--- config.mk ---
export PLATFORM = sky130hd
export DESIGN_NAME = fdc_out_fifo
export DESIGN_NICKNAME = d
export VERILOG_FILES = /design/src/rtl/frame_deserializer_crc16_x25_top_assert.svh /design/src/rtl/fdc_pkg.sv /design/src/rtl/fdc_out_fifo.sv
export SDC_FILE = /design/constraint.sdc
export NUM_CORES = 1
export LEC_CHECK = 0
export ABC_AREA = 1
export BUFFER_PORTS_ARGS = -buffer_cell sky130_fd_sc_hd__buf_2
export CAP_MARGIN = 20
export CORE_ASPECT_RATIO = 0.7
export CORE_UTILIZATION = 57
export DETAILED_ROUTE_END_ITERATION = 12
export PLACE_DENSITY = 0.8
export SYNTH_ARGS = -nofsm -noshare
export SYNTH_HDL_FRONTEND = slang
export SYNTH_SLANG_ARGS = --single-unit
--- constraint.sdc ---
create_clock -name clk -period 8 [get_ports clk]
set_input_delay 1.2 -clock clk [delete_from_list [all_inputs] [get_ports clk]]
set_output_delay 1.2 -clock clk [all_outputs]
set_load 0.05 [all_outputs]
--- src/rtl/frame_deserializer_crc16_x25_top_assert.svh ---
// Assertion macros for the frame deserializer top level
`ifndef FRAME_DESERIALIZER_CRC16_X25_TOP_ASSERT_SVH
`define FRAME_DESERIALIZER_CRC16_X25_TOP_ASSERT_SVH
`ifndef SYNTHESIS
// Clocked property, disabled during reset
`define FDC_ASSERT_SEQ(name, prop, msg) \
  name: assert property (@(posedge clk) disable iff (!rst_n) prop) else $error(msg);
// Condition that must hold at every clock edge out of reset
`define FDC_ASSERT_ALWAYS(name, expr, msg) \
  name: assert property (@(posedge clk) disable iff (!rst_n) (expr)) else $error(msg);
`else
`define FDC_ASSERT_SEQ(name, prop, msg)
`define FDC_ASSERT_ALWAYS(name, expr, msg)
`endif
`endif

--- src/rtl/fdc_pkg.sv ---
// Shared types, constants and CRC functions for the frame deserializer
`default_nettype none
package fdc_pkg;

  localparam int unsigned BYTE_W      = 8;
  localparam int unsigned CRC_W       = 16;
  localparam int unsigned COUNT_W     = 9;
  localparam int unsigned STATUS_W    = 3;
  localparam int unsigned CFG_INDEX_W = 1;
  localparam int unsigned CFG_DATA_W  = 8;
  localparam int unsigned PUSH_W      = 2;

  localparam int unsigned FIFO_DEPTH = 4;
  localparam int unsigned FIFO_PTR_W = $clog2(FIFO_DEPTH);
  localparam int unsigned FIFO_CNT_W = FIFO_PTR_W + 1;

  localparam logic [COUNT_W-1:0] COUNT_MAX    = '1;
  localparam logic [COUNT_W-1:0] MIN_FRAME    = COUNT_W'(6);
  localparam logic [COUNT_W-1:0] LEN_OVERHEAD = COUNT_W'(6);
  localparam logic [COUNT_W-1:0] MAX_PAYLOAD  = COUNT_W'(255);

  localparam logic [COUNT_W-1:0] IDX_HEADER  = COUNT_W'(0);
  localparam logic [COUNT_W-1:0] IDX_VERSION = COUNT_W'(1);
  localparam logic [COUNT_W-1:0] IDX_COMMAND = COUNT_W'(2);
  localparam logic [COUNT_W-1:0] IDX_LENGTH  = COUNT_W'(3);
  localparam logic [COUNT_W-1:0] IDX_PAYLOAD = COUNT_W'(6);

  localparam logic [CRC_W-1:0] CRC_POLY   = 16'h1021;
  localparam logic [CRC_W-1:0] CRC_INIT   = 16'hFFFF;
  localparam logic [CRC_W-1:0] CRC_XOROUT = 16'hFFFF;

  typedef enum logic [CFG_INDEX_W-1:0] {
    CFG_EXP_HEADER  = 1'b0,
    CFG_EXP_VERSION = 1'b1
  } cfg_reg_t;

  typedef enum logic [STATUS_W-1:0] {
    ST_OK           = 3'd0,
    ST_TOO_SHORT    = 3'd1,
    ST_BAD_HEADER   = 3'd2,
    ST_BAD_VERSION  = 3'd3,
    ST_LEN_MISMATCH = 3'd4,
    ST_CRC_MISMATCH = 3'd5
  } frame_status_t;

  typedef enum logic {
    KIND_PAYLOAD = 1'b0,
    KIND_STATUS  = 1'b1
  } item_kind_t;

  typedef struct packed {
    item_kind_t          item_kind;
    logic [BYTE_W-1:0]   payload_byte;
    logic [BYTE_W-1:0]   command_code;
    frame_status_t       frame_status;
    logic                last_item;
  } res_t;

  typedef struct packed {
    logic [COUNT_W-1:0] byte_count;
  } core_stat_t;

  typedef struct packed {
    logic [FIFO_CNT_W-1:0] count;
    logic                  room2;
    logic                  not_empty;
  } fifo_stat_t;

  function automatic logic [BYTE_W-1:0] mirror8(input logic [BYTE_W-1:0] v);
    logic [BYTE_W-1:0] r;
    for (int i = 0; i < BYTE_W; i++) r[i] = v[BYTE_W-1-i];
    return r;
  endfunction

  function automatic logic [CRC_W-1:0] mirror16(input logic [CRC_W-1:0] v);
    logic [CRC_W-1:0] r;
    for (int i = 0; i < CRC_W; i++) r[i] = v[CRC_W-1-i];
    return r;
  endfunction

  // Byte-wide MSB-first CRC update, input byte reflected
  function automatic logic [CRC_W-1:0] crc_fold(input logic [CRC_W-1:0] acc,
                                                input logic [BYTE_W-1:0] b);
    logic [CRC_W-1:0] a;
    a = acc ^ {mirror8(b), BYTE_W'(0)};
    for (int i = 0; i < BYTE_W; i++) begin
      a = a[CRC_W-1] ? ({a[CRC_W-2:0], 1'b0} ^ CRC_POLY) : {a[CRC_W-2:0], 1'b0};
    end
    return a;
  endfunction

endpackage
`default_nettype wire

--- src/rtl/fdc_out_fifo.sv ---
// Result queue: takes up to two items per cycle, delivers one per cycle when popped
`default_nettype none
module fdc_out_fifo import fdc_pkg::*; (
  input  wire logic              clk,
  input  wire logic              rst_n,
  input  wire logic [PUSH_W-1:0] push_n,
  input  wire res_t              res_a,
  input  wire res_t              res_b,
  input  wire logic              pop,
  output res_t                   head,
  output fifo_stat_t             stat
);

  res_t                  ent_r [FIFO_DEPTH];
  logic [FIFO_PTR_W-1:0] wr_ptr_r, wr_ptr_nxt, rd_ptr_r, rd_ptr_nxt;
  logic [FIFO_CNT_W-1:0] count_r, count_nxt;
  logic [FIFO_PTR_W-1:0] wr_ptr_p1;

  assign wr_ptr_p1  = wr_ptr_r + FIFO_PTR_W'(1);
  assign wr_ptr_nxt = wr_ptr_r + FIFO_PTR_W'(push_n);
  assign rd_ptr_nxt = rd_ptr_r + FIFO_PTR_W'(pop);
  assign count_nxt  = count_r + FIFO_CNT_W'(push_n) - FIFO_CNT_W'(pop);

  always_ff @(posedge clk) begin
    if (push_n != '0) ent_r[wr_ptr_r] <= res_a;
    if (push_n == PUSH_W'(2)) ent_r[wr_ptr_p1] <= res_b;
  end

  always_ff @(posedge clk) begin
    if (!rst_n) begin
      wr_ptr_r <= '0;
      rd_ptr_r <= '0;
      count_r  <= '0;
    end else begin
      wr_ptr_r <= wr_ptr_nxt;
      rd_ptr_r <= rd_ptr_nxt;
      count_r  <= count_nxt;
    end
  end

  assign head           = ent_r[rd_ptr_r];
  assign stat.count     = count_r;
  assign stat.room2     = (count_r <= FIFO_CNT_W'(FIFO_DEPTH - 2));
  assign stat.not_empty = (count_r != '0);

endmodule
`default_nettype wire
======== Word level (Yosys, flattened, before mapping) ========
Memories as Yosys holds them, arrays and structs flattened. A register that Yosys moved wholly into a read port is not among the register bits.
Index checks and enable logic that the tools add are counted.
word-level totals
  register bits ........................... 7
  bits in writable memories ............... 84
  input port bits ......................... 47
  output and inout port bits .............. 26
  word-level logic and storage cells ...... 18
  memories kept ........................... 1
memory list
  name   depth  width  read ports  clocked after memory_dff  wr ports  RTL line            text
  ent_r  4      21     1           1                         2         fdc_out_fifo.sv:14  res_t ent_r [FIFO_DEPTH];
operators by class
  $add $sub $neg .......................... 5
  magnitude comparators ................... 1
  equal/unequal tests ..................... 1
  multiplexer cells ....................... 5
  reduce and logical (&&, ||, !) cells .... 2
operators by type and width
  operator               count
  $mux W1                4
  $add A3 B2 Y3          1
  $le A3 B2 Y1 const B   1
  $reduce_bool A3 Y1     1
  $sub A3 B1 Y3          1
  $add A2 B1 Y2          1
  $add A2 B1 Y2 const B  1
  $add A2 B2 Y2          1
  $eq A2 B2 Y1 const B   1
  $mux W2                1
  $reduce_bool A2 Y1     1

======== Depth between registers and ports, before layout ========
  depth in word-level cells ............... 3
  depth in mapped cells ................... 8

======== Worst setup path before layout ========
Ideal clock, no wire load.
  kind .................................... input to register
  start ................................... input port push_n[1]
  end ..................................... memory ent_r[0][0] (netlist name) (enable)
  arrival time ............................ 2,891 ps
  data required time ...................... 7,568 ps
  slack ................................... 4,677 ps
  cell stages on the path ................. 2
  buffers on the path ..................... 0
  cells stage by stage .................... nor2_1 > o31ai_1
RTL lines
  item                RTL line            text
  start: declaration  fdc_out_fifo.sv:6   input wire logic [PUSH_W-1:0] push_n,
  end: declaration    fdc_out_fifo.sv:14

==> flow_summary.yaml <==
power_and_ir_drop:
  irDropWorstVdd_uv: 185
  cellPowerDensity_nw_per_um2: 239
  p_leak_nw: 2.52
clock_tree:
  cts-resized-gates: 0
  cts_tree: "yes"
  clock_sinks: 91
  clockBufferDepth: 2
  htree_levels: 3
  cts_setup_buffers: 0
  clk_pin_slew_ns: 0.06
  clock_latency_ns: 0.33
  cts_root_buffer: "clkbuf_16"
  ctsHoldBuffers: 0
  cts_buffers: 9
cells_and_area:
  layout_commonest_cell: "nand2_1"
  n_antenna_cell: 0
  final_cell_mix: "134 x nand2_1, 84 x edfxtp_1, 74 x inv_1, 72 x buf_2, 50 x o21ai_2"
  layout.cells.non_filler: 696
  nets: 624
  fin_util_pct: 66.4
  design_area_sq_um: 5610
  drive_gt1_share_pct: 28.0
  syn2layout_area_growth_pct: 13.5
synthesis:
  ys_ff_latch: 91
  synth_seq_area_share_pct: 53.9
  synth.avg_cell_area_sq_um: 9.63
  synthDistinctLibCells: 24
  synthesis.area_sq_um: 4940
  synth_largest_area_cell: "edfxtp_1"
  synth_fp_nets: 566
  yosys.area.top_type_share_pct: 51.1
  yosysWarnings: 0
  synthCells: 513
  synth.area.top_cells: "edfxtp_1 51%, nand2_1 10%, o21ai_2 8.7%"
sta:
  period_share_pct: 39.0
  fin_crit_ns: 3.12
  fin_ws_ns: 4.88
  finClkSkew_ns: 0.00692
  rsz0062_at_grt: "false"
  setup_violations: 0
  report.final.slew_viol_count: 0
  finalHoldViolCount: 0
  tightestPinTransition_ns: 1.05
  finalSetupTns_ns: 0
  fmax_mhz: 320
  timing.slew.headroom_pct: 29.5
setup_path:
  cp_num_cells: 3
  start_kind: "flip-flop"
  worstPathMaxFanout: 43
  r2r_cells: 5
  path_cells: "o211ai_1 -> nand2_1 -> buf_2"
  crit_type: "reg2out"
  cp_num_buf_inv: 1
  cp.arrival_ns: 1.92
  crit_path_top_delay_cell: "dfxtp_2"
  critPathRequiredTime_ns: 6.80
  path_delay_family: "flip-flops"
  critPathMaxStageDelay_ns: 0.92
  critPathCaptureType: "output pin"
floorplan:
  dieArea_sq_um: 9050
  ioPinCount: 73
  core_sq_um: 8440
  chipHeight_um: 79.9
  fp.dieW_um: 113
  start_util_pct: 58.5
  num_rows: 28
routing:
  vias: 3691
  ant_nets: 0
  wl_per_cell_um: 14.5
  drc: 0
  drt_pass1_iterations: 5
  vias_per_cell: 5.30
  routed_wl_um: 10100
  drtIter0Drc: 239
grt:
  antenna_found_initial: 0
  overflow: 0
  grt_use_total_pct: 23.5
  grt_pass1_wl_um: 16200
  grt_max_degree: 86
  grt_pass1_vias: 3587
place:
  dp.cells: 679
  dp_hpwl_um: 6360
  dp_slack_ns: 4.78
  place_congestion: 0.765
  io_buffers: 72
  dpl_cell_area_sq_um: 5290
status:
  status: "completed"
flow_run:
  drv_cap: 0
worst_hold_path:
  hold_class: "reg2reg"
  whs_path_depth: 3
area by class of cell:
| type | instances | area, sq um |
|---|---|---|
| tap | 120 | 150 |
| timing repair buffer | 77 | 418 |
| multi-input combinational | 314 | 1790 |
| inverter | 78 | 293 |
| fill | 671 | 2840 |
| sequential | 91 | 2670 |
| clock inverter | 7 | 68.8 |
| clock buffer | 9 | 225 |
through the flow:
step / power (mW) / hold WS (ns)
floorplan: 0.850 / 0.558
global placement: 0.919 / 0.612
detailed placement: 0.933 / 0.632
CTS: 1.34 / 0.648
global route: 1.40 / 0.717
finish: 1.34 / 0.674
flip-flops by register name (all words and copies together) (netlist names):
name / cells
wr_ptr_r: 2
rd_ptr_r: 2
ent_r: 84
count_r: 3
metal layers:
metal / vias to the layer above / global-route usage, % / share of wire, %
met2: 140 / 42.0 / 51
met3: 16 / 6.38 / 7.0
li1: 1834 / - / -
met4: 0 / 7.50 / 1.2
met5: - / 0 / 0
met1: 1701 / 27.6 / 41
report_power, final:
part	total (mW)	switching [mW]	internal [mW]
sequential	0.596	0.0216	0.575
combinational	0.330	0.243	0.0875
clock	0.416	0.175	0.241
total	1.34	0.440	0.903
cell usage after synthesis, drive strengths merged:
cell,instances
nand2,141
nand3b,1
buf,25
edfxtp,84
ha,5
fa,1
o31ai,3
clkbuf,5
dfxtp,7
xnor2,1
nor2,8
o211ai,21
nand3,3
o21ai,106
inv,78
a21oi,24
worst reg2reg max path, stage by stage (launching register included):
cell,delay [ns]
dfxtp_1,0.56
inv_2,0.11
nor2_2,0.12
nand2_2,0.59
o31ai_4,0.40
buf_16,0.22
worst paths after layout:
| path | endpoint | slack [ns] | start |
|---|---|---|---|
| max reg2reg | ent_r[2][9] | 5.71 | wr_ptr_r[0] |
| min reg2reg | count_r[2] | 0.67 | count_r[2] |
| min | count_r[2] | 0.67 | count_r[2] |
| max | head[8] | 4.88 | rd_ptr_r[1] |
logic make-up after synthesis:
| group | Yosys count | share of synthesized area (%) |
|---|---|---|
| and+or+nand+nor | 153 | 12.9 |
| DFF | 91 | 53.9 |
| buffers and inverters | 108 | 10.9 |
| xor gates and xnor gates | 1 | 0.177 |
| AOI/OAI and AO/OA | 154 | 20.5 |
| adders and majority gates | 6 | 1.67 |
No activity file was read; power rests on OpenSTA's default activity.
