<file path="src/rtl/frame_deserializer_crc16_x25_top_assert.svh">
// Assertion macros for the frame deserializer top level
`ifndef FRAME_DESERIALIZER_CRC16_X25_TOP_ASSERT_SVH
`define FRAME_DESERIALIZER_CRC16_X25_TOP_ASSERT_SVH
`ifndef SYNTHESIS
// Clocked property, disabled during reset
`define FDC_ASSERT_SEQ(name, prop, msg) \
  name: assert property (@(posedge clk) disable iff (!rst_n) prop) else $error(msg);
// Condition that must hold at every clock edge out of reset
`define FDC_ASSERT_ALWAYS(name, expr, msg) \
  name: assert property (@(posedge clk) disable iff (!rst_n) (expr)) else $error(msg);
`else
`define FDC_ASSERT_SEQ(name, prop, msg)
`define FDC_ASSERT_ALWAYS(name, expr, msg)
`endif
`endif

</file>
<file path="src/rtl/fdc_pkg.sv">
// Shared types, constants and CRC functions for the frame deserializer
`default_nettype none
package fdc_pkg;

  localparam int unsigned BYTE_W      = 8;
  localparam int unsigned CRC_W       = 16;
  localparam int unsigned COUNT_W     = 9;
  localparam int unsigned STATUS_W    = 3;
  localparam int unsigned CFG_INDEX_W = 1;
  localparam int unsigned CFG_DATA_W  = 8;
  localparam int unsigned PUSH_W      = 2;

  localparam int unsigned FIFO_DEPTH = 4;
  localparam int unsigned FIFO_PTR_W = $clog2(FIFO_DEPTH);
  localparam int unsigned FIFO_CNT_W = FIFO_PTR_W + 1;

  localparam logic [COUNT_W-1:0] COUNT_MAX    = '1;
  localparam logic [COUNT_W-1:0] MIN_FRAME    = COUNT_W'(6);
  localparam logic [COUNT_W-1:0] LEN_OVERHEAD = COUNT_W'(6);
  localparam logic [COUNT_W-1:0] MAX_PAYLOAD  = COUNT_W'(255);

  localparam logic [COUNT_W-1:0] IDX_HEADER  = COUNT_W'(0);
  localparam logic [COUNT_W-1:0] IDX_VERSION = COUNT_W'(1);
  localparam logic [COUNT_W-1:0] IDX_COMMAND = COUNT_W'(2);
  localparam logic [COUNT_W-1:0] IDX_LENGTH  = COUNT_W'(3);
  localparam logic [COUNT_W-1:0] IDX_PAYLOAD = COUNT_W'(6);

  localparam logic [CRC_W-1:0] CRC_POLY   = 16'h1021;
  localparam logic [CRC_W-1:0] CRC_INIT   = 16'hFFFF;
  localparam logic [CRC_W-1:0] CRC_XOROUT = 16'hFFFF;

  typedef enum logic [CFG_INDEX_W-1:0] {
    CFG_EXP_HEADER  = 1'b0,
    CFG_EXP_VERSION = 1'b1
  } cfg_reg_t;

  typedef enum logic [STATUS_W-1:0] {
    ST_OK           = 3'd0,
    ST_TOO_SHORT    = 3'd1,
    ST_BAD_HEADER   = 3'd2,
    ST_BAD_VERSION  = 3'd3,
    ST_LEN_MISMATCH = 3'd4,
    ST_CRC_MISMATCH = 3'd5
  } frame_status_t;

  typedef enum logic {
    KIND_PAYLOAD = 1'b0,
    KIND_STATUS  = 1'b1
  } item_kind_t;

  typedef struct packed {
    item_kind_t          item_kind;
    logic [BYTE_W-1:0]   payload_byte;
    logic [BYTE_W-1:0]   command_code;
    frame_status_t       frame_status;
    logic                last_item;
  } res_t;

  typedef struct packed {
    logic [COUNT_W-1:0] byte_count;
  } core_stat_t;

  typedef struct packed {
    logic [FIFO_CNT_W-1:0] count;
    logic                  room2;
    logic                  not_empty;
  } fifo_stat_t;

  function automatic logic [BYTE_W-1:0] mirror8(input logic [BYTE_W-1:0] v);
    logic [BYTE_W-1:0] r;
    for (int i = 0; i < BYTE_W; i++) r[i] = v[BYTE_W-1-i];
    return r;
  endfunction

  function automatic logic [CRC_W-1:0] mirror16(input logic [CRC_W-1:0] v);
    logic [CRC_W-1:0] r;
    for (int i = 0; i < CRC_W; i++) r[i] = v[CRC_W-1-i];
    return r;
  endfunction

  // Byte-wide MSB-first CRC update, input byte reflected
  function automatic logic [CRC_W-1:0] crc_fold(input logic [CRC_W-1:0] acc,
                                                input logic [BYTE_W-1:0] b);
    logic [CRC_W-1:0] a;
    a = acc ^ {mirror8(b), BYTE_W'(0)};
    for (int i = 0; i < BYTE_W; i++) begin
      a = a[CRC_W-1] ? ({a[CRC_W-2:0], 1'b0} ^ CRC_POLY) : {a[CRC_W-2:0], 1'b0};
    end
    return a;
  endfunction

endpackage
`default_nettype wire

</file>
<file path="src/rtl/fdc_frame_core.sv">
// Frame state, CRC update and per-byte result generation
`default_nettype none
module fdc_frame_core import fdc_pkg::*; (
  input  wire logic                   clk,
  input  wire logic                   rst_n,
  input  wire logic                   cfg_we,
  input  wire logic [CFG_INDEX_W-1:0] cfg_index,
  input  wire logic [CFG_DATA_W-1:0]  cfg_data,
  input  wire logic                   in_fire,
  input  wire logic [BYTE_W-1:0]      rx_byte,
  input  wire logic                   frame_end,
  output res_t                        res_a,
  output res_t                        res_b,
  output logic [PUSH_W-1:0]           push_n,
  output core_stat_t                  core_stat
);

  logic [BYTE_W-1:0]  exp_hdr_r, exp_ver_r;
  logic [COUNT_W-1:0] cnt_r, cnt_nxt, cnt_upd;
  logic               hdr_r, hdr_nxt, hdr_upd;
  logic               ver_r, ver_nxt, ver_upd;
  logic [BYTE_W-1:0]  cmd_r, cmd_nxt, cmd_upd;
  logic [BYTE_W-1:0]  len_r, len_nxt, len_upd;
  logic [CRC_W-1:0]   crc_r, crc_nxt, crc_upd;
  logic [BYTE_W-1:0]  dly0_r, dly0_nxt, dly1_r, dly1_nxt;
  logic [CRC_W-1:0]   crc_final, crc_given;
  logic [COUNT_W-1:0] len_ext;
  logic               emit_payload;
  frame_status_t      status;
  res_t               pay_item, stat_item;

  always_ff @(posedge clk) begin
    if (!rst_n) begin
      exp_hdr_r <= '0;
      exp_ver_r <= '0;
    end else if (cfg_we) begin
      unique case (cfg_reg_t'(cfg_index))
        CFG_EXP_HEADER:  exp_hdr_r <= cfg_data;
        CFG_EXP_VERSION: exp_ver_r <= cfg_data;
        default: ;
      endcase
    end
  end

  // Updated frame state for the byte being taken, before end-of-frame clear
  always_comb begin
    hdr_upd = hdr_r;
    ver_upd = ver_r;
    cmd_upd = cmd_r;
    len_upd = len_r;
    if (cnt_r == IDX_HEADER)       hdr_upd = (rx_byte == exp_hdr_r);
    else if (cnt_r == IDX_VERSION) ver_upd = (rx_byte == exp_ver_r);
    else if (cnt_r == IDX_COMMAND) cmd_upd = rx_byte;
    else if (cnt_r == IDX_LENGTH)  len_upd = rx_byte;
    crc_upd = (cnt_r >= IDX_COMMAND) ? crc_fold(crc_r, dly0_r) : crc_r;
    cnt_upd = (cnt_r == COUNT_MAX) ? cnt_r : cnt_r + COUNT_W'(1);
  end

  assign emit_payload = (cnt_r >= IDX_PAYLOAD);
  assign crc_final    = mirror16(crc_upd) ^ CRC_XOROUT;
  // CRC travels low byte first; the low byte is the earlier one, held in the newer delay slot dly1_r
  assign crc_given    = {rx_byte, dly1_r};
  assign len_ext      = {1'b0, len_upd};

  always_comb begin
    if (cnt_upd < MIN_FRAME)                                        status = ST_TOO_SHORT;
    else if (!hdr_upd)                                              status = ST_BAD_HEADER;
    else if (!ver_upd)                                              status = ST_BAD_VERSION;
    else if (len_ext > MAX_PAYLOAD || cnt_upd != len_ext + LEN_OVERHEAD)
                                                                    status = ST_LEN_MISMATCH;
    else if (crc_final != crc_given)                                status = ST_CRC_MISMATCH;
    else                                                            status = ST_OK;
  end

  always_comb begin
    pay_item              = '0;
    pay_item.item_kind    = KIND_PAYLOAD;
    pay_item.payload_byte = dly0_r;
    pay_item.frame_status = ST_OK;
    stat_item              = '0;
    stat_item.item_kind    = KIND_STATUS;
    stat_item.command_code = cmd_upd;
    stat_item.frame_status = status;
    stat_item.last_item    = 1'b1;
  end

  always_comb begin
    res_a  = emit_payload ? pay_item : stat_item;
    res_b  = stat_item;
    push_n = '0;
    if (in_fire) begin
      push_n = PUSH_W'(emit_payload) + PUSH_W'(frame_end);
    end
  end

  always_comb begin
    cnt_nxt  = cnt_r;
    hdr_nxt  = hdr_r;
    ver_nxt  = ver_r;
    cmd_nxt  = cmd_r;
    len_nxt  = len_r;
    crc_nxt  = crc_r;
    dly0_nxt = dly0_r;
    dly1_nxt = dly1_r;
    if (in_fire) begin
      if (frame_end) begin
        cnt_nxt  = '0;
        hdr_nxt  = 1'b0;
        ver_nxt  = 1'b0;
        cmd_nxt  = '0;
        len_nxt  = '0;
        crc_nxt  = CRC_INIT;
        dly0_nxt = '0;
        dly1_nxt = '0;
      end else begin
        cnt_nxt  = cnt_upd;
        hdr_nxt  = hdr_upd;
        ver_nxt  = ver_upd;
        cmd_nxt  = cmd_upd;
        len_nxt  = len_upd;
        crc_nxt  = crc_upd;
        dly0_nxt = dly1_r;
        dly1_nxt = rx_byte;
      end
    end
  end

  always_ff @(posedge clk) begin
    if (!rst_n) begin
      cnt_r  <= '0;
      hdr_r  <= 1'b0;
      ver_r  <= 1'b0;
      cmd_r  <= '0;
      len_r  <= '0;
      crc_r  <= CRC_INIT;
      dly0_r <= '0;
      dly1_r <= '0;
    end else begin
      cnt_r  <= cnt_nxt;
      hdr_r  <= hdr_nxt;
      ver_r  <= ver_nxt;
      cmd_r  <= cmd_nxt;
      len_r  <= len_nxt;
      crc_r  <= crc_nxt;
      dly0_r <= dly0_nxt;
      dly1_r <= dly1_nxt;
    end
  end

  assign core_stat.byte_count = cnt_r;

endmodule
`default_nettype wire

</file>
<file path="config.mk">
export PLATFORM = sky130hd
export DESIGN_NAME = fdc_frame_core
export DESIGN_NICKNAME = d
export VERILOG_FILES = /design/src/rtl/frame_deserializer_crc16_x25_top_assert.svh /design/src/rtl/fdc_pkg.sv /design/src/rtl/fdc_frame_core.sv
export SDC_FILE = /design/constraint.sdc
export NUM_CORES = 1
export LEC_CHECK = 0
export ABC_AREA = 1
export BUFFER_PORTS_ARGS = -buffer_cell sky130_fd_sc_hd__buf_4
export CAP_MARGIN = 40
export CORE_MARGIN = 1
export CORE_UTILIZATION = 31
export CTS_BUF_LIST = sky130_fd_sc_hd__clkbuf_4 sky130_fd_sc_hd__clkbuf_8
export CTS_CLUSTER_DIAMETER = 120
export DETAILED_ROUTE_END_ITERATION = 6
export PLACE_DENSITY = 0.55
export REMOVE_ABC_BUFFERS = 1
export SYNTH_ARGS = -nofsm -noshare
export SYNTH_HDL_FRONTEND = slang
export SYNTH_SLANG_ARGS = --single-unit
</file>
<file path="constraint.sdc">
create_clock -name clk -period 3.2 [get_ports clk]
set_input_delay 0.16 -clock clk [delete_from_list [all_inputs] [get_ports clk]]
set_output_delay 0.16 -clock clk [all_outputs]
set_load 0.02 [all_outputs]
</file>
---- Yosys cells after proc, flatten, opt, wreduce, memory -nomap -nowiden ----
Cells that the tools add are included.
cells by class
  $add $sub $neg .......................... 3
  $lt $le $gt $ge ......................... 4
  equal/unequal tests ..................... 8
  mux-type cells .......................... 35
  bitwise operators ....................... 11
  reductions and logical operators ........ 4
operator list
  kind                   number
  $mux W13               8
  $mux W8                11
  $mux W16               2
  $not A3 Y3             8
  $mux W21               1
  $eq A9 B2 Y1 const B   2
  $mux W9                2
  $eq A8 B8 Y1           2
  $ne A16 B16 Y1         1
  $not A16 Y16           1
  $xor A16 B16 Y16       1
  $mux W3                5
  $add A8 B3 Y9 const B  1
  $add A9 B1 Y9 const B  1
  $eq A9 B1 Y1 const B   1
  $eq A9 B9 Y1 const B   1
  $ge A9 B2 Y1 const B   1
  $ge A9 B3 Y1 const B   1
  $logic_not A9 Y1       1
  $lt A9 B3 Y1 const B   1
  $ne A9 B9 Y1           1
  $gt A8 B8 Y1 const B   1
  $mux W1                5
  $reduce_and A2 Y1      2
  other kinds (4)        4
word-level totals
  register bits ........................... 75
  bits of input ports ..................... 22

---- Depth between registers and ports, before layout ----
  word-level depth ........................ 26
  gate-level depth with buffers ........... 23
  depth with buffers taken out ............ 23

---- Least setup slack after synthesis ----
OpenSTA, ideal clock, no wires.
  path type ............................... reg-to-output
  from .................................... reg cnt_r[0], in the netlist core_stat[0]
  to ...................................... out res_a[1] in the netlist's numbering
  arrival ................................. 2725 ps
  required time ........................... 3040 ps
  path slack .............................. 315 ps
  stages on the path, launching flop included .. 23
  cell sequence ........................... dfxtp_1 inv_1 ha_1 inv_1 nor2_1 nor2_4 nand3_4 nand2_1 nand2_1 inv_2 ha_1 inv_1 nand2_1 nand2_1 nand2_1 nand3_1 nor2_1 nand3_1 nor2_1 nand3_1 nand2_1 nand2_1 a21oi_2
RTL lines
  item                    line                   RTL
  start, declared         fdc_frame_core.sv:19   logic [COUNT_W-1:0] cnt_r, cnt_nxt, cnt_upd;
  start signal, assigned  fdc_frame_core.sv:139  cnt_r <= cnt_nxt;
  end, declared           fdc_frame_core.sv:12   output res_t res_a,

==> metrics.txt <==
wire length per cell 13.3 um; final worst path period share 95.2%; kind of critical path reg -> out; clk_skew 14.4 ps; CTS max path bufs 2; Layout area overhead 24.7%; total power draw 2.20 mW; syn avg cell area 6.12 um^2; Hold Crit Class in -> reg; first-pass GRT wire length 23.2 mm; Lkg Pwr 2.84 nW; WP data arrival 2890 ps; Netlist Area Pre-Place 5030 um^2; clock slew at the register clock pins of the worst setup and hold paths 80 ps; Total GRT Usage 18.1%; Skew-Pair Late Insertion Delay 370 ps; Root Driver clkbuf_8; # H-tree levels 3; CORE AREA 15900 um^2; Final TNS setup 0 ps; drt drc 0; max cap viols 0; Max VDD drop 0.000164 V; Antenna Nets Post-Route 0; cell count after synthesis 822; Post-layout nets 917; TritonCTS clock tree built; distinct cell type count after synthesis 42; Num CTS Buffers 9; largest stage delay on the critical path 380 ps; synth warn 0; CP Launch Type flip-flop; Critical Path End Type primary output; io pins 75; final hold vios 0; TritonCTS Sinks 75; Bufs and invs on worst path 4; DR iter-0 viols 246; Critical-path top delay cell dfxtp_4; minimum clock period 3050 ps; sequential-to-total area share from yosys stat 29.9%; Crit path top cell by count nand2_1; Die H 129 um; wirelength, routed 14.8 mm; chip width 129 um; DR vias 5087; share of cells above drive strength 1 20.6%; RSZ-0062 raised after global routing true; # diodes 0; starting density of the core 31.7%; initial antenna violation count 0; #FFs+latches synth 75; Site Rows 46; fillers 1794; pwr dens 351 nW/um^2; worst path required time 3040 ps; largest net degree at the start of global routing 50; status completed; die footprint 16700 um^2; first-pass iteration count of the detailed router 5; DP HPWL 10.2 mm; via/cell ratio 4.58; Slew HR 53.4%; gpl congestion 0.846; fmax 328 MHz; CP Max Fanout 14; Setup violations, final 0; worst path cell trace buf_4 -> ha_4 -> nand2_2 -> nor2_4 -> nand2_1 -> nand2_2 -> buf_4 -> clkbuf_16 -> or2_2 -> nand2_1 -> nand2_1 -> nand2_1 -> nand2_1 -> nor2_1 -> nand3_2 -> nand3_1 -> nand2_1 -> nand2_2 -> a21oi_2 -> buf_6; total gr overflow 0; Multi-input gate area 3150 um^2; Least-Margin Pin Slew 691 ps; PortBufs 64; crit-path leading delay family simple AND/OR/NAND/NOR gates; vias in the first global route 4504; Reg area 1520 um^2; final slew viol count 0
-- per-stage QoR --
step	setup WS [ps]	instance area (um^2)	utilization [%]	hold slack, ps	cells
global placement	263	5680	35.7	398	1075
global route	-98.4	6270	39.5	21.5	1110
floorplan	-57.3	4850	-	229	787
finish	152	6270	39.5	27.7	1110
detailed placement	176	5680	35.7	399	1075
CTS	0.116	6030	37.9	5.27	1099
-- metal layers --
| layer | vias up | GRT usage (%) | share of wire (%) |
|---|---|---|---|
| met3 | 12 | 2.77 | 4.6 |
| met4 | 0 | 6.44 | 1.5 |
| met5 | - | 0 | 0 |
| met2 | 120 | 29.1 | 46 |
| met1 | 2268 | 24.4 | 48 |
| li1 | 2687 | - | - |
-- synth_stat cells, drive strengths merged --
| cell | n | area share (%) |
|---|---|---|
| o21ai | 49 | 5.2 |
| nor4 | 2 | 0.37 |
| nor3 | 5 | 0.70 |
| conb | 2 | 0.15 |
| o211ai | 5 | 0.75 |
| a211oi | 2 | 0.30 |
| clkbuf | 28 | 2.1 |
| nand3b | 5 | 0.75 |
| a21oi | 55 | 5.6 |
| nor4b | 1 | 0.17 |
| o21bai | 1 | 0.15 |
| buf | 15 | 2.1 |
| nand2 | 297 | 23 |
| xnor2 | 22 | 3.8 |
| ha | 6 | 1.5 |
| dfxtp | 75 | 30 |
| inv | 90 | 6.7 |
| o41ai | 2 | 0.50 |
| clkinv | 3 | 0.22 |
| nand4 | 11 | 1.4 |
| nand3 | 38 | 4.2 |
| xor2 | 15 | 2.6 |
| o22ai | 2 | 0.25 |
| nor2 | 86 | 7.3 |
| or2 | 5 | 0.62 |
-- power by group --
group	total, mW	switching, mW	internal (mW)
clock	0.925	0.402	0.523
sequential	0.978	0.0215	0.957
combinational	0.300	0.194	0.106
total	2.20	0.617	1.59
-- area by class of cell --
| class | count | area share [%] |
|---|---|---|
| Sequential cell | 75 | 24.2 |
| Tap cell | 216 | 4.31 |
| Clock buffer | 9 | 1.97 |
| Multi-Input combinational cell | 619 | 50.2 |
| Inverter | 93 | 5.76 |
| Timing Repair Buffer | 91 | 11.6 |
| Clock inverter | 7 | 1.95 |
-- cell families (layout without fill, tap and decap cells) --
group	count (synthesis)	in the layout	synth area share, %
and+or+nand+nor	450	450	38.2
buffers and inverters	136	200	11.2
AOI/OAI and AO/OA	116	116	12.7
DFF	75	75	29.9
xor gates and xnor gates	37	37	6.44
adders and majority gates	6	6	1.49
other	2	10	0.149
-- worst paths after layout --
| path | from | endpoint | slack [ps] | cells after the start |
|---|---|---|---|---|
| max | core_stat[1] | res_a[1] | 150 | 20 |
| min | cfg_data[7] | exp_hdr_r[7] | 30 | 3 |
| max reg2reg | core_stat[1] | cmd_r[0] | 990 | 9 |
| min reg2reg | cmd_r[5] | cmd_r[5] | 470 | 2 |
-- flip-flops by register name (all words and copies together), names as in the netlist --
register and cells:
hdr_r 1, exp_hdr_r 8, dly1_r 8, dly0_r 8, cmd_r 8, exp_ver_r 8, core_stat 9, len_r 8
ver_r 1, crc_r 16
-- timing repair --
action	4_1_cts	5_1_grt
gates resized for setup	15	44
buffers inserted	8	10
pin swaps	7	28
cloned	0	1
endpoints found under the setup margin	4	4
hold buffers	0	0
-- worst reg2reg max path: stages (launching register included) --
cell	delay [ps]
dfxtp_4	400
buf_4	140
ha_4	130
nand2_2	60
nor2_4	190
nand4_1	490
o21ai_0	460
inv_1	100
nand2_1	70
a21oi_1	50
-- placed cells by master (no fill, tap or decap), drive strengths merged, types with 11 or more instances in the layout --
cell type  netlist  routed
nand4           11      11
xnor2           22      22
a21oi           55      55
xor2            15      15
nand3           38      38
dfxtp           75      75
buf             15      90
o21ai           49      49
nand2          297     297
nor2            86      86
inv             90      92
No activity file was read; power rests on OpenSTA's default activity.
